`src/rtl/qaie_pkg.sv`:
```
// qaie_pkg: types and constants shared by the q-axis inductance estimator
// no dependencies; imported by the controller, datapath and divider
package qaie_pkg;

    // register indexes on the configuration channel
    localparam logic [2:0] CFG_RES     = 3'd0;
    localparam logic [2:0] CFG_RATE    = 3'd1;
    localparam logic [2:0] CFG_MIN_VQ  = 3'd2;
    localparam logic [2:0] CFG_MIN_SL  = 3'd3;
    localparam logic [2:0] CFG_MAX_ID  = 3'd4;
    localparam logic [2:0] CFG_MAX_WE  = 3'd5;
    localparam logic [2:0] CFG_MAX_IQ  = 3'd6;

    // register reset values
    localparam logic [15:0] RST_RES    = 16'd0;
    localparam logic [19:0] RST_RATE   = 20'd10000;
    localparam logic [14:0] RST_MIN_VQ = 15'd128;
    localparam logic [31:0] RST_MIN_SL = 32'd1;
    localparam logic [14:0] RST_MAX_ID = 15'd205;
    localparam logic [14:0] RST_MAX_WE = 15'd3;
    localparam logic [14:0] RST_MAX_IQ = 15'd3072;

    // filter gain 0.1 in q16 and rounding term
    localparam logic signed [14:0] SLOPE_GAIN = 15'sd6554;
    localparam logic signed [63:0] Q16_ROUND  = 64'sd32768;

    // valid estimate window, units 2^-24 H (0.001 H and 0.2 H)
    localparam logic signed [46:0] LQ_LO = 47'sd16777;
    localparam logic signed [46:0] LQ_HI = 47'sd3355443;

    // shared divider geometry
    localparam int DIVD_W = 46;
    localparam int DIVS_W = 48;
    localparam int ITER_W = 6;
    localparam logic [ITER_W-1:0] DIV_LONG  = 6'd46;
    localparam logic [ITER_W-1:0] DIV_SHORT = 6'd23;

    typedef enum logic [3:0] {
        S_IDLE, S_SLOPE, S_MUL, S_FILT, S_GATE, S_DIV1,
        S_CHK, S_MSTART, S_DIV2, S_MEAN, S_DONE
    } t_state;

    typedef struct packed {
        logic load_in;
        logic do_slope;
        logic do_mul;
        logic do_filt;
        logic div1_start;
        logic do_chk;
        logic div2_start;
        logic do_mean;
        logic load_out;
    } t_dp_cmd;

    typedef struct packed {
        logic gate;
        logic div_done;
        logic est_valid;
        logic first;
        logic out_free;
    } t_dp_sts;

endpackage

```
`src/rtl/qaie_if.sv`:
```
// qaie channel interfaces: sample input, result output, configuration write
// no dependencies
interface qaie_in_if;
    logic               valid;
    logic               ready;
    logic signed [15:0] q_voltage;
    logic signed [15:0] q_current;
    logic signed [15:0] d_current;
    logic signed [15:0] elec_speed;
    logic               enable;
    modport source (output valid, q_voltage, q_current, d_current, elec_speed, enable,
                    input ready);
    modport sink   (input valid, q_voltage, q_current, d_current, elec_speed, enable,
                    output ready);
endinterface

interface qaie_out_if;
    logic               valid;
    logic               ready;
    logic signed [47:0] filtered_slope;
    logic signed [31:0] raw_inductance;
    logic [21:0]        mean_inductance;
    logic               estimate_valid;
    modport source (output valid, filtered_slope, raw_inductance, mean_inductance,
                    estimate_valid, input ready);
    modport sink   (input valid, filtered_slope, raw_inductance, mean_inductance,
                    estimate_valid, output ready);
endinterface

interface qaie_cfg_if;
    logic        valid;
    logic        ready;
    logic [2:0]  index;
    logic [31:0] data;
    modport source (output valid, index, data, input ready);
    modport sink   (input valid, index, data, output ready);
endinterface

```
`src/rtl/qaie_div.sv`:
```
// qaie_div: restoring unsigned divider, one quotient bit per cycle
// depends on qaie_pkg; dividend is pre-aligned so the top bits come out first
module qaie_div
    import qaie_pkg::*;
(
    input  logic              i_clk,
    input  logic              i_rst_n,
    input  logic              i_start,
    input  logic [ITER_W-1:0] i_iters,
    input  logic [DIVD_W-1:0] i_dividend,
    input  logic [DIVS_W-1:0] i_divisor,
    output logic [DIVD_W-1:0] o_quotient,
    output logic              o_done
);

    logic [DIVS_W-1:0] r_rem, n_rem;
    logic [DIVD_W-1:0] r_quo, n_quo;
    logic [DIVS_W-1:0] r_div;
    logic [ITER_W-1:0] r_cnt;
    logic              r_busy;
    logic              r_done;
    logic [DIVS_W:0]   shifted;
    logic [DIVS_W:0]   trial;

    // one trial subtract per cycle
    always_comb begin
        shifted = {r_rem, r_quo[DIVD_W-1]};
        trial   = shifted - {1'b0, r_div};
        if (!trial[DIVS_W]) begin
            n_rem = trial[DIVS_W-1:0];
            n_quo = {r_quo[DIVD_W-2:0], 1'b1};
        end else begin
            n_rem = shifted[DIVS_W-1:0];
            n_quo = {r_quo[DIVD_W-2:0], 1'b0};
        end
    end

    // iteration control
    always_ff @(posedge i_clk) begin
        if (!i_rst_n) begin
            r_busy <= 1'b0;
            r_done <= 1'b0;
            r_cnt  <= '0;
        end else begin
            r_done <= r_busy && (r_cnt == ITER_W'(1));
            if (i_start) begin
                r_busy <= 1'b1;
                r_cnt  <= i_iters;
            end else if (r_busy) begin
                r_cnt <= r_cnt - 1'b1;
                if (r_cnt == ITER_W'(1)) begin
                    r_busy <= 1'b0;
                end
            end
        end
    end

    // operand registers
    always_ff @(posedge i_clk) begin
        if (i_start) begin
            r_rem <= '0;
            r_quo <= i_dividend;
            r_div <= i_divisor;
        end else if (r_busy) begin
            r_rem <= n_rem;
            r_quo <= n_quo;
        end
    end

    assign o_quotient = r_quo;
    assign o_done     = r_done;

endmodule

```
`src/rtl/qaie_dp.sv`:
```
// qaie_dp: datapath with configuration registers, slope filter, gate,
// estimate and running mean; depends on qaie_pkg, qaie_if and qaie_div
module qaie_dp
    import qaie_pkg::*;
#(
    parameter int COUNT_WIDTH = 16
) (
    input  logic    i_clk,
    input  logic    i_rst_n,
    qaie_in_if.sink     i_in,
    qaie_cfg_if.sink    i_cfg,
    qaie_out_if.source  o_out,
    input  t_dp_cmd i_cmd,
    output t_dp_sts o_sts
);

    localparam logic [COUNT_WIDTH-1:0] CountMax = '1;

    // configuration
    logic [15:0] r_res;
    logic [19:0] r_rate;
    logic [14:0] r_min_vq;
    logic [31:0] r_min_sl;
    logic [14:0] r_max_id;
    logic [14:0] r_max_we;
    logic [14:0] r_max_iq;

    // sample and state
    logic signed [15:0] r_vq, r_iq, r_id, r_we;
    logic               r_en;
    logic signed [15:0] r_last;
    logic signed [37:0] r_slope;
    logic signed [32:0] r_riq;
    logic signed [63:0] r_prod;
    logic signed [47:0] r_filt;
    logic signed [33:0] r_num;
    logic               r_sign;
    logic signed [31:0] r_raw;
    logic               r_est;
    logic [21:0]        r_q22;
    logic [21:0]        r_mean;
    logic [COUNT_WIDTH-1:0] r_cnt;
    logic               r_ovalid;
    logic signed [47:0] r_oslope;
    logic signed [31:0] r_oraw;
    logic [21:0]        r_omean;
    logic               r_oest;

    // combinational terms
    logic signed [16:0] diff;
    logic signed [20:0] rate_s;
    logic signed [37:0] n_slope;
    logic signed [16:0] res_s;
    logic signed [32:0] n_riq;
    logic signed [48:0] delta;
    logic signed [63:0] n_prod;
    logic signed [63:0] step64;
    logic signed [49:0] sum50;
    logic signed [47:0] n_filt;
    logic signed [33:0] n_num;
    logic signed [16:0] vq_x, id_x, we_x, iq_x;
    logic [16:0]        vq_m, id_m, we_m, iq_m;
    logic signed [48:0] f_x;
    logic [47:0]        f_m;
    logic [33:0]        num_m;
    logic signed [22:0] md;
    logic [22:0]        md_m;
    logic [DIVD_W-1:0]  quo;
    logic               div_done;
    logic [DIVD_W-1:0]  dvd;
    logic [DIVS_W-1:0]  dvs;
    logic [ITER_W-1:0]  iters;
    logic signed [46:0] qs;
    logic signed [31:0] q_sat;
    logic               q_ok;
    logic [COUNT_WIDTH-1:0] n_cnt;
    logic signed [22:0] mq;
    logic [22:0]        n_mean;

    // configuration writes, always ready
    assign i_cfg.ready = 1'b1;

    always_ff @(posedge i_clk) begin
        if (!i_rst_n) begin
            r_res    <= RST_RES;
            r_rate   <= RST_RATE;
            r_min_vq <= RST_MIN_VQ;
            r_min_sl <= RST_MIN_SL;
            r_max_id <= RST_MAX_ID;
            r_max_we <= RST_MAX_WE;
            r_max_iq <= RST_MAX_IQ;
        end else if (i_cfg.valid) begin
            case (i_cfg.index)
                CFG_RES:    r_res    <= i_cfg.data[15:0];
                CFG_RATE:   r_rate   <= i_cfg.data[19:0];
                CFG_MIN_VQ: r_min_vq <= i_cfg.data[14:0];
                CFG_MIN_SL: r_min_sl <= i_cfg.data;
                CFG_MAX_ID: r_max_id <= i_cfg.data[14:0];
                CFG_MAX_WE: r_max_we <= i_cfg.data[14:0];
                CFG_MAX_IQ: r_max_iq <= i_cfg.data[14:0];
                default: ;
            endcase
        end
    end

    // slope, filter and numerator arithmetic
    always_comb begin
        diff    = 17'(r_iq) - 17'(r_last);
        rate_s  = $signed({1'b0, r_rate});
        n_slope = 38'(diff * rate_s);
        res_s   = $signed({1'b0, r_res});
        n_riq   = 33'(res_s * r_iq);
        delta   = 49'(r_slope) - 49'(r_filt);
        n_prod  = 64'(delta * SLOPE_GAIN);
        step64  = (r_prod + Q16_ROUND) >>> 16;
        sum50   = 50'(r_filt) + step64[49:0];
        if (sum50 > 50'sh0_7FFF_FFFF_FFFF) begin
            n_filt = 48'sh7FFF_FFFF_FFFF;
        end else if (sum50 < -50'sh0_8000_0000_0000) begin
            n_filt = 48'sh8000_0000_0000;
        end else begin
            n_filt = sum50[47:0];
        end
        n_num = 34'($signed({r_vq, 15'd0})) - 34'(r_riq);
    end

    // magnitudes for the operating point gate
    always_comb begin
        vq_x  = 17'(r_vq);
        id_x  = 17'(r_id);
        we_x  = 17'(r_we);
        iq_x  = 17'(r_iq);
        vq_m  = vq_x[16] ? 17'(-vq_x) : 17'(vq_x);
        id_m  = id_x[16] ? 17'(-id_x) : 17'(id_x);
        we_m  = we_x[16] ? 17'(-we_x) : 17'(we_x);
        iq_m  = iq_x[16] ? 17'(-iq_x) : 17'(iq_x);
        f_x   = 49'(r_filt);
        f_m   = f_x[48] ? 48'(-f_x) : 48'(f_x);
        num_m = r_num[33] ? 34'(-r_num) : 34'(r_num);
    end

    assign o_sts.gate = r_en
                     && (vq_m > 17'(r_min_vq))
                     && (f_m > 48'(r_min_sl))
                     && (id_m < 17'(r_max_id))
                     && (we_m < 17'(r_max_we))
                     && (iq_m < 17'(r_max_iq));

    // mean update operands
    always_comb begin
        md   = $signed({1'b0, r_q22}) - $signed({1'b0, r_mean});
        md_m = md[22] ? 23'(-md) : 23'(md);
    end

    // shared divider operand select
    always_comb begin
        if (i_cmd.div2_start) begin
            dvd   = {md_m, 23'd0};
            dvs   = DIVS_W'(r_cnt);
            iters = DIV_SHORT;
        end else begin
            dvd   = {num_m, 12'd0};
            dvs   = f_m;
            iters = DIV_LONG;
        end
    end

    qaie_div u_div (
        .i_clk      (i_clk),
        .i_rst_n    (i_rst_n),
        .i_start    (i_cmd.div1_start | i_cmd.div2_start),
        .i_iters    (iters),
        .i_dividend (dvd),
        .i_divisor  (dvs),
        .o_quotient (quo),
        .o_done     (div_done)
    );

    // estimate checks and counter
    always_comb begin
        qs = r_sign ? -$signed({1'b0, quo}) : $signed({1'b0, quo});
        if (qs > 47'sd2147483647) begin
            q_sat = 32'sh7FFF_FFFF;
        end else if (qs < -47'sd2147483648) begin
            q_sat = 32'sh8000_0000;
        end else begin
            q_sat = qs[31:0];
        end
        q_ok   = (qs > LQ_LO) && (qs < LQ_HI);
        n_cnt  = (r_cnt < CountMax) ? r_cnt + 1'b1 : r_cnt;
        mq     = r_sign ? -$signed(quo[22:0]) : $signed(quo[22:0]);
        n_mean = 23'({1'b0, r_mean}) + 23'(mq);
    end

    assign o_sts.div_done  = div_done;
    assign o_sts.est_valid = q_ok;
    assign o_sts.first     = (n_cnt == COUNT_WIDTH'(1));
    assign o_sts.out_free  = !r_ovalid || o_out.ready;

    // control state of the datapath
    always_ff @(posedge i_clk) begin
        if (!i_rst_n) begin
            r_last   <= '0;
            r_filt   <= '0;
            r_mean   <= '0;
            r_cnt    <= '0;
            r_ovalid <= 1'b0;
            r_raw    <= '0;
            r_est    <= 1'b0;
        end else begin
            if (i_cmd.load_in) begin
                r_raw <= '0;
                r_est <= 1'b0;
            end
            if (i_cmd.do_slope) begin
                r_last <= r_iq;
            end
            if (i_cmd.do_filt) begin
                r_filt <= n_filt;
            end
            if (i_cmd.do_chk) begin
                r_raw <= q_sat;
                r_est <= q_ok;
                if (q_ok) begin
                    r_cnt <= n_cnt;
                    if (n_cnt == COUNT_WIDTH'(1)) begin
                        r_mean <= qs[21:0];
                    end
                end
            end
            if (i_cmd.do_mean) begin
                r_mean <= n_mean[21:0];
            end
            if (i_cmd.load_out) begin
                r_ovalid <= 1'b1;
            end else if (o_out.ready) begin
                r_ovalid <= 1'b0;
            end
        end
    end

    // payload registers
    always_ff @(posedge i_clk) begin
        if (i_cmd.load_in) begin
            r_vq <= i_in.q_voltage;
            r_iq <= i_in.q_current;
            r_id <= i_in.d_current;
            r_we <= i_in.elec_speed;
            r_en <= i_in.enable;
        end
        if (i_cmd.do_slope) begin
            r_slope <= n_slope;
            r_riq   <= n_riq;
        end
        if (i_cmd.do_mul) begin
            r_prod <= n_prod;
        end
        if (i_cmd.do_filt) begin
            r_num <= n_num;
        end
        if (i_cmd.div1_start) begin
            r_sign <= r_num[33] ^ r_filt[47];
        end
        if (i_cmd.div2_start) begin
            r_sign <= md[22];
        end
        if (i_cmd.do_chk) begin
            r_q22 <= qs[21:0];
        end
        if (i_cmd.load_out) begin
            r_oslope <= r_filt;
            r_oraw   <= r_raw;
            r_omean  <= r_mean;
            r_oest   <= r_est;
        end
    end

    assign o_out.valid           = r_ovalid;
    assign o_out.filtered_slope  = r_oslope;
    assign o_out.raw_inductance  = r_oraw;
    assign o_out.mean_inductance = r_omean;
    assign o_out.estimate_valid  = r_oest;

    // a flagged estimate always lies inside the window
    a_est_window: assert property (@(posedge i_clk) disable iff (!i_rst_n)
        r_est |-> ((48'(r_raw) > 48'(LQ_LO)) && (48'(r_raw) < 48'(LQ_HI))))
        else $error("valid estimate outside window");

    // valid count only steps up by one
    a_cnt_step: assert property (@(posedge i_clk) disable iff (!i_rst_n)
        !$stable(r_cnt) |-> (r_cnt == $past(r_cnt) + 1'b1))
        else $error("valid count jumped");

    // output register reloaded only when free
    a_out_free: assert property (@(posedge i_clk) disable iff (!i_rst_n)
        i_cmd.load_out |-> (!r_ovalid || o_out.ready))
        else $error("result overwritten");

endmodule

```
`src/rtl/qaie_ctrl.sv`:
```
// qaie_ctrl: sequencer for one sample through filter, divide and mean
// depends on qaie_pkg
module qaie_ctrl
    import qaie_pkg::*;
(
    input  logic    i_clk,
    input  logic    i_rst_n,
    input  logic    i_in_valid,
    output logic    o_in_ready,
    input  t_dp_sts i_sts,
    output t_dp_cmd o_cmd
);

    t_state r_state, n_state;

    // state register
    always_ff @(posedge i_clk) begin
        if (!i_rst_n) begin
            r_state <= S_IDLE;
        end else begin
            r_state <= n_state;
        end
    end

    // next state and commands
    always_comb begin
        n_state    = r_state;
        o_cmd      = '0;
        o_in_ready = 1'b0;
        case (r_state)
            S_IDLE: begin
                o_in_ready = 1'b1;
                if (i_in_valid) begin
                    o_cmd.load_in = 1'b1;
                    n_state = S_SLOPE;
                end
            end
            S_SLOPE: begin
                o_cmd.do_slope = 1'b1;
                n_state = S_MUL;
            end
            S_MUL: begin
                o_cmd.do_mul = 1'b1;
                n_state = S_FILT;
            end
            S_FILT: begin
                o_cmd.do_filt = 1'b1;
                n_state = S_GATE;
            end
            S_GATE: begin
                if (i_sts.gate) begin
                    o_cmd.div1_start = 1'b1;
                    n_state = S_DIV1;
                end else begin
                    n_state = S_DONE;
                end
            end
            S_DIV1: begin
                if (i_sts.div_done) begin
                    n_state = S_CHK;
                end
            end
            S_CHK: begin
                o_cmd.do_chk = 1'b1;
                if (i_sts.est_valid && !i_sts.first) begin
                    n_state = S_MSTART;
                end else begin
                    n_state = S_DONE;
                end
            end
            S_MSTART: begin
                o_cmd.div2_start = 1'b1;
                n_state = S_DIV2;
            end
            S_DIV2: begin
                if (i_sts.div_done) begin
                    n_state = S_MEAN;
                end
            end
            S_MEAN: begin
                o_cmd.do_mean = 1'b1;
                n_state = S_DONE;
            end
            S_DONE: begin
                if (i_sts.out_free) begin
                    o_cmd.load_out = 1'b1;
                    n_state = S_IDLE;
                end
            end
            default: begin
                n_state = S_IDLE;
            end
        endcase
    end

    // a transfer in starts the slope step
    a_accept: assert property (@(posedge i_clk) disable iff (!i_rst_n)
        (i_in_valid && o_in_ready) |=> (r_state == S_SLOPE))
        else $error("accepted sample not started");

    // first divider wait holds until done
    a_div_wait: assert property (@(posedge i_clk) disable iff (!i_rst_n)
        (r_state == S_DIV1 && !i_sts.div_done) |=> (r_state == S_DIV1))
        else $error("left divide early");

    // result handed over returns to idle
    a_done: assert property (@(posedge i_clk) disable iff (!i_rst_n)
        (r_state == S_DONE && i_sts.out_free) |=> (r_state == S_IDLE))
        else $error("stuck after result");

endmodule

```
`src/rtl/q_axis_inductance_estimator.sv`:
```
// q_axis_inductance_estimator: top level joining controller and datapath
// depends on qaie_pkg, qaie_if, qaie_ctrl, qaie_dp (and qaie_div)
//
//  channel  dir  contents
//  i_in     in   q_voltage, q_current, d_current, elec_speed, enable
//  o_out    out  filtered_slope, raw_inductance, mean_inductance, estimate_valid
//  i_cfg    in   index (0..6), data; always ready
//
// a sample not estimated skips the divider; an estimate divides once, and
// a mean update divides again: the shared divider does 46 then 23 bits,
// one bit a cycle. a new sample is taken once the previous one is in the
// output register; a stalled output holds the result and blocks only the
// next hand-off. synchronous active-low reset clears state, not payloads.
module q_axis_inductance_estimator
    import qaie_pkg::*;
#(
    parameter int COUNT_WIDTH = 16
) (
    input  logic       i_clk,
    input  logic       i_rst_n,
    qaie_in_if.sink    i_in,
    qaie_cfg_if.sink   i_cfg,
    qaie_out_if.source o_out
);

    t_dp_cmd cmd;
    t_dp_sts sts;
    logic    in_ready;

    assign i_in.ready = in_ready;

    qaie_ctrl u_ctrl (
        .i_clk      (i_clk),
        .i_rst_n    (i_rst_n),
        .i_in_valid (i_in.valid),
        .o_in_ready (in_ready),
        .i_sts      (sts),
        .o_cmd      (cmd)
    );

    qaie_dp #(
        .COUNT_WIDTH (COUNT_WIDTH)
    ) u_dp (
        .i_clk   (i_clk),
        .i_rst_n (i_rst_n),
        .i_in    (i_in),
        .i_cfg   (i_cfg),
        .o_out   (o_out),
        .i_cmd   (cmd),
        .o_sts   (sts)
    );

endmodule
```
`src/flat_wrapper.sv`:
```
// flat-port wrapper written by rule: the top's interface ports become plain ports
module q_axis_inductance_estimator_flat import qaie_pkg::*;
#(
    parameter int COUNT_WIDTH = 16
)
  (i_clk, i_rst_n, i_in_valid, i_in_q_voltage, i_in_q_current, i_in_d_current, i_in_elec_speed, i_in_enable, i_in_ready, i_cfg_valid, i_cfg_index, i_cfg_data, i_cfg_ready, o_out_valid, o_out_filtered_slope, o_out_raw_inductance, o_out_mean_inductance, o_out_estimate_valid, o_out_ready);
  qaie_in_if i_in_i ();
  qaie_cfg_if i_cfg_i ();
  qaie_out_if o_out_i ();
  input  logic i_clk;
  input  logic i_rst_n;
  input wire logic [$bits(i_in_i.valid)-1:0] i_in_valid;
  input wire logic [$bits(i_in_i.q_voltage)-1:0] i_in_q_voltage;
  input wire logic [$bits(i_in_i.q_current)-1:0] i_in_q_current;
  input wire logic [$bits(i_in_i.d_current)-1:0] i_in_d_current;
  input wire logic [$bits(i_in_i.elec_speed)-1:0] i_in_elec_speed;
  input wire logic [$bits(i_in_i.enable)-1:0] i_in_enable;
  output wire logic [$bits(i_in_i.ready)-1:0] i_in_ready;
  input wire logic [$bits(i_cfg_i.valid)-1:0] i_cfg_valid;
  input wire logic [$bits(i_cfg_i.index)-1:0] i_cfg_index;
  input wire logic [$bits(i_cfg_i.data)-1:0] i_cfg_data;
  output wire logic [$bits(i_cfg_i.ready)-1:0] i_cfg_ready;
  output wire logic [$bits(o_out_i.valid)-1:0] o_out_valid;
  output wire logic [$bits(o_out_i.filtered_slope)-1:0] o_out_filtered_slope;
  output wire logic [$bits(o_out_i.raw_inductance)-1:0] o_out_raw_inductance;
  output wire logic [$bits(o_out_i.mean_inductance)-1:0] o_out_mean_inductance;
  output wire logic [$bits(o_out_i.estimate_valid)-1:0] o_out_estimate_valid;
  input wire logic [$bits(o_out_i.ready)-1:0] o_out_ready;
  assign i_in_i.valid = i_in_valid;
  assign i_in_i.q_voltage = i_in_q_voltage;
  assign i_in_i.q_current = i_in_q_current;
  assign i_in_i.d_current = i_in_d_current;
  assign i_in_i.elec_speed = i_in_elec_speed;
  assign i_in_i.enable = i_in_enable;
  assign i_in_ready = i_in_i.ready;
  assign i_cfg_i.valid = i_cfg_valid;
  assign i_cfg_i.index = i_cfg_index;
  assign i_cfg_i.data = i_cfg_data;
  assign i_cfg_ready = i_cfg_i.ready;
  assign o_out_valid = o_out_i.valid;
  assign o_out_filtered_slope = o_out_i.filtered_slope;
  assign o_out_raw_inductance = o_out_i.raw_inductance;
  assign o_out_mean_inductance = o_out_i.mean_inductance;
  assign o_out_estimate_valid = o_out_i.estimate_valid;
  assign o_out_i.ready = o_out_ready;
  q_axis_inductance_estimator #(.COUNT_WIDTH(COUNT_WIDTH)) u_core (.i_clk(i_clk), .i_rst_n(i_rst_n), .i_in(i_in_i), .i_cfg(i_cfg_i), .o_out(o_out_i));
endmodule
```
`config.mk`:
```
export PLATFORM = sky130hd
export DESIGN_NAME = q_axis_inductance_estimator_flat
export DESIGN_NICKNAME = d
export VERILOG_FILES = /design/src/rtl/qaie_pkg.sv /design/src/rtl/qaie_if.sv /design/src/rtl/qaie_div.sv /design/src/rtl/qaie_dp.sv /design/src/rtl/qaie_ctrl.sv /design/src/rtl/q_axis_inductance_estimator.sv /design/src/flat_wrapper.sv
export SDC_FILE = /design/constraint.sdc
export NUM_CORES = 2
export LEC_CHECK = 0
export BUFFER_PORTS_ARGS = -buffer_cell sky130_fd_sc_hd__buf_2
export CAP_MARGIN = 30
export CORE_UTILIZATION = 60
export DETAILED_ROUTE_END_ITERATION = 8
export PLACE_DENSITY = 0.77
export SYNTH_ARGS = -nofsm -noshare
export SYNTH_HDL_FRONTEND = slang
export SYNTH_SLANG_ARGS = --single-unit
export TNS_END_PERCENT = 1
```
`constraint.sdc`:
```
create_clock -name i_clk -period 25.1 [get_ports i_clk]
set_clock_uncertainty 0.05 [all_clocks]
set_input_delay 5.02 -clock i_clk [delete_from_list [all_inputs] [get_ports i_clk]]
set_output_delay 5.02 -clock i_clk [all_outputs]
set_load 0.01 [all_outputs]
```
==> Yosys cells after proc, flatten, opt, wreduce, memory -nomap -nowiden <==
Index checks and enable logic that the tools add are counted.
{ "word_totals": {"wordCells": 183, "in_bits": 105, "ff_bits": 777, "output_inout_bits": 106} }
{ "classes": {"addsub": 19, "mux": 58, "n_reduce_logical": 30, "mul": 3, "order_cmp": 12, "n_eq_ne": 22, "bitwise_logic": 2} }
{ "ops": {"columns": ["op", "count"], "rows": [
  ["$mux 48", 4],
  ["$mux 46", 3],
  ["$mux 32", 4],
  ["$mux 22", 5],
  ["$mux 17", 4],
  ["$neg 16->17", 4],
  ["$add 64x17->64 const B", 1],
  ["$mul 49x13->62 const B", 1],
  ["$lt 17x15->1", 3],
  ["$add 48x48->49", 1],
  ["$gt 49x48->1 const B", 1],
  ["$lt 49x48->1 const B", 1],
  ["$sub 38x48->49", 1],
  ["$sub 49x48->49", 1],
  ["$gt 48x32->1", 1],
  ["$neg 48->48", 1],
  ["$gt 47x16->1 const B", 1],
  ["$gt 47x32->1 const B", 1],
  ["$lt 47x23->1 const B", 1],
  ["$lt 47x32->1 const B", 1],
  ["$mux 47", 1],
  ["$neg 46->47", 1],
  ["$pmux 4 s11", 1],
  ["$mul 17x21->38", 1],
  ["40 further kinds", 102]
]} }

==> Logic depth before layout (Yosys ltp) <==
{ "logic_depth": {"ltp_word": 12, "ltp_mapped": 41, "ltp_nobuf": 38} }

==> Least setup slack after synthesis <==
OpenSTA, ideal clock, no wires.
{ "synth_timing": {"path_kind": "input-to-reg", "startpoint": "input port o_out_ready", "endpoint": "register u_core.u_dp.r_oest, in the netlist u_core.u_dp.o_out.estimate_valid, enable pin", "setup_ns": 0.691, "required_time_ns": 24.359, "slack_ns": 12.305, "n_path_buf": 0, "t_arrival_ns": 12.054, "path_stages": 2, "cell_sequence": "nor2b_1 -> nor3_1"} }
{ "synth_rtl": {"columns": ["element", "line", "source"], "rows": [
  ["start, declared", "flat_wrapper.sv:28", "input wire logic [$bits(o_out_i.ready)-1:0] o_out_ready;"],
  ["end signal, assigned", "qaie_dp.sv:274", "r_oest <= r_est;"],
  ["end, declared", "qaie_dp.sv:47", "logic r_oest;"]
]} }

==> Worst setup path after layout <==
{ "layout_timing": {"startpoint": "register u_core.u_dp.r_iq[1]", "endpoint": "register u_core.u_dp.r_slope[36] (data pin)"} }
{ "layout_via": {"elab_chain_cells": 2} }
{ "layout_rtl": {"columns": ["element", "line", "source"], "rows": [
  ["start, declared", "qaie_dp.sv:29", "logic signed [15:0] r_vq, r_iq, r_id, r_we;"],
  ["start signal, assigned", "qaie_dp.sv:246", "r_iq <= i_in.q_current;"],
  ["$sub 16x16->17", "qaie_dp.sv:108", "diff = 17'(r_iq) - 17'(r_last);"],
  ["$mul 17x21->38", "qaie_dp.sv:110", "n_slope = 38'(diff * rate_s);"],
  ["named net u_core.u_dp.n_slope[36]", "qaie_dp.sv:52", "logic signed [37:0] n_slope;"],
  ["end signal, assigned", "qaie_dp.sv:252", "r_slope <= n_slope;"],
  ["end, declared", "qaie_dp.sv:32", "logic signed [37:0] r_slope;"]
]} }
The timed path passes the listed nets, and every way through them passes these cells.
A chain may end at the register's enable or synchronous reset.

==> run summary <==
Initial Util = 60.46%
Worst Path Arrival = 10850 ps
final worst slack = 14670 ps
status = finished with violations
CTS tree = built
fin crit share = 41.54%
Min Hold Slack = 379.2 ps
Synth-to-Final Area Change = 7.744%
Remaining Overflow, GRT = 0
Worst path max stage delay = 810 ps
CTS max path bufs = 3
CTS buffer count = 92
number of I/O port buffers = 209
RSZ-0062 raised after global routing = false
crit path time final = 10430 ps
Total Routing Usage GR = 32.75%
Syn Std Cell Area = 75920 um2
Worst slew margin = 28.88%
HPWL Detailed = 160200 um
DR vias/cell = 5.997
Post-Syn Nets = 9908
num ports = 211
Place WS = 14740 ps
Crit Path Class = reg2reg
crit end category = register
die width = 357.7 um
drt pass-1 iters = 8
Pins Over Slew Limit = 0
Seq/Total Area, Yosys = 25.87%
first-pass GRT wire length = 329400 um
die height = 357.7 um
fmax = 95.90 MHz
CP max stage cell = edfxtp_1
failing checks = DRC
fraction of registers with async set/reset = 0%
number of enable flip-flop cells after synthesis = 438
most common cell after layout, fill and taps aside = inv_1
Avg Inst Size Synth = 9.085 um2
Synth Flop Type = edfxtp_1
H-tree depth = 3
Die Area = 128000 um2
final setup fails = 0
Min-Delay Path Class = reg2reg
kind of cell adding the most delay to the critical path = compound AO/OA/AOI/OAI gates
cts repair resizes = 0
pin count of the biggest net entering global routing = 101
Post-DRT Antenna Nets = 0
Hold Buf Count CTS = 0
CP Launch Type = register
top post-synthesis cells by area = fa_1 (18%), edfxtp_1 (17%), ha_1 (12%)
max-cap check violation count = 0
fillers = 10244
DRC = 2
area share of the leading cell type in the synthesized netlist = 18.35%
Vias = 60956
Final nets = 9981
Clock Sinks = 762
commonest cells after routing, fill and taps aside = inv_1 (1178), nand2_1 (917), ha_1 (750)
Warnings, synthesis = 0
Worst Tran Pin Value = 1067 ps
Initial DRC Count = 5621
Setup TNS Final = 0 ps
GPL Wtd Cong = 0.9711
CTS root buf = clkbuf_16
worst endpoint required time = 25520 ps
CP Max Fanout = 21
initial antenna violation count = 17
WL per Instance = 20.49 um
Fin. Hold Viols = 0
post-CTS setup buffers = 0
Post-Synthesis Cells = 8357
Rows = 130
Routed WL = 208200 um
Synth Register Bits = 762
post-synthesis cell type count = 92
number of global-route vias before repair = 60316
Core Area = 125600 um2
post-layout util = 65.15%
fraction of layout cells with a size suffix above 1 = 6.405%
Clk Latency, worst-skew pair = 730 ps
worst path bufs/invs = 5
Clock transition at path regs = 80 ps
Synth area leader = fa_1
-- state kept, by name, indices dropped and copies added, names as in the netlist, 33 cells and up --
signal / cells
u_core.u_dp.u_div.o_quotient: 46
u_core.u_dp.u_div.r_div: 48
u_core.u_dp.r_num: 34
u_core.u_dp.r_prod: 48
u_core.u_dp.r_slope: 38
u_core.u_dp.u_div.r_rem: 48
u_core.u_dp.r_riq: 33
u_core.u_dp.r_filt: 48
u_core.u_dp.o_out.filtered_slope: 48
-- cell type report --
cell class	count	area [um2]	area share, %
Antenna cell	5	12.51	0.01530
Clock buffer	114	2507	3.065
Clock inverter	59	669.4	0.8183
Timing Repair Buffer	294	1740	2.128
Sequential cell	762	19640	24.01
Inverter	1186	4459	5.451
Tap cell	1650	2064	2.524
Multi-Input combinational cell	6094	50710	61.99
-- routing by layer --
| layer | share of wire [%] | track usage [%] | vias to the layer above |
|---|---|---|---|
| met2 | 46 | 52.40 | 2363 |
| met4 | 3.6 | 11.78 | 10 |
| li1 | - | - | 28345 |
| met5 | 0.031 | 0 | - |
| met1 | 43 | 44.91 | 29795 |
| met3 | 8.0 | 5.379 | 443 |
-- final timing paths --
kind	slack (ps)	cells after the start	end	startpoint
setup / recovery	14670	36	u_core.u_dp.r_slope[36]	u_core.u_dp.r_iq[1]
hold / removal	380	0	u_core.u_dp.o_out.raw_inductance[9]	u_core.u_dp.r_raw[9]
setup reg to reg	14670	36	u_core.u_dp.r_slope[36]	u_core.u_dp.r_iq[1]
hold reg to reg	380	0	u_core.u_dp.o_out.raw_inductance[9]	u_core.u_dp.r_raw[9]
-- logic make-up (layout without fill, tap and decap cells) --
logic type | count (synthesis) | count (layout) | synth area share, %
AOI/OAI and AO/OA | 1670 | 1670 | 13.84
xor gates and xnor gates | 540 | 540 | 6.229
adders and majority gates | 1450 | 1450 | 30.76
buffers and inverters | 1501 | 1653 | 7.455
DFF | 762 | 762 | 25.87
muxes | 63 | 63 | 0.8487
other | 1 | 6 | 0.004939
and+or+nand+nor | 2370 | 2370 | 14.99
-- metrics by stage --
step | instances | area [um2]
2_1_floorplan | 8357 | 75920
3_3_place_gp | 9975 | 78480
3_5_place_dp | 9982 | 78560
4_1_cts | 10155 | 81730
5_1_grt | 10159 | 81790
6_report | 10164 | 81800
-- Yosys cell counts, types with 49 or more instances --
library cell,count
clkbuf_1,289
ha_1,750
and2_1,240
xor2_1,175
nand3_1,152
o21a_1,61
dfxtp_1,324
nor2_1,403
and3_1,88
mux2i_1,52
a221oi_1,58
nand2b_1,71
fa_1,696
inv_1,1180
o21ai_0,366
edfxtp_1,438
nor3_1,125
nand2_1,919
xnor2_1,365
a21o_1,171
o21bai_1,49
a21oi_1,567
or3_1,65
nand4_1,59
nor2b_1,101
o31ai_1,61
Power is not shown: default switching activity piles up to over one toggle a cycle in this logic, so the estimate is an artifact.
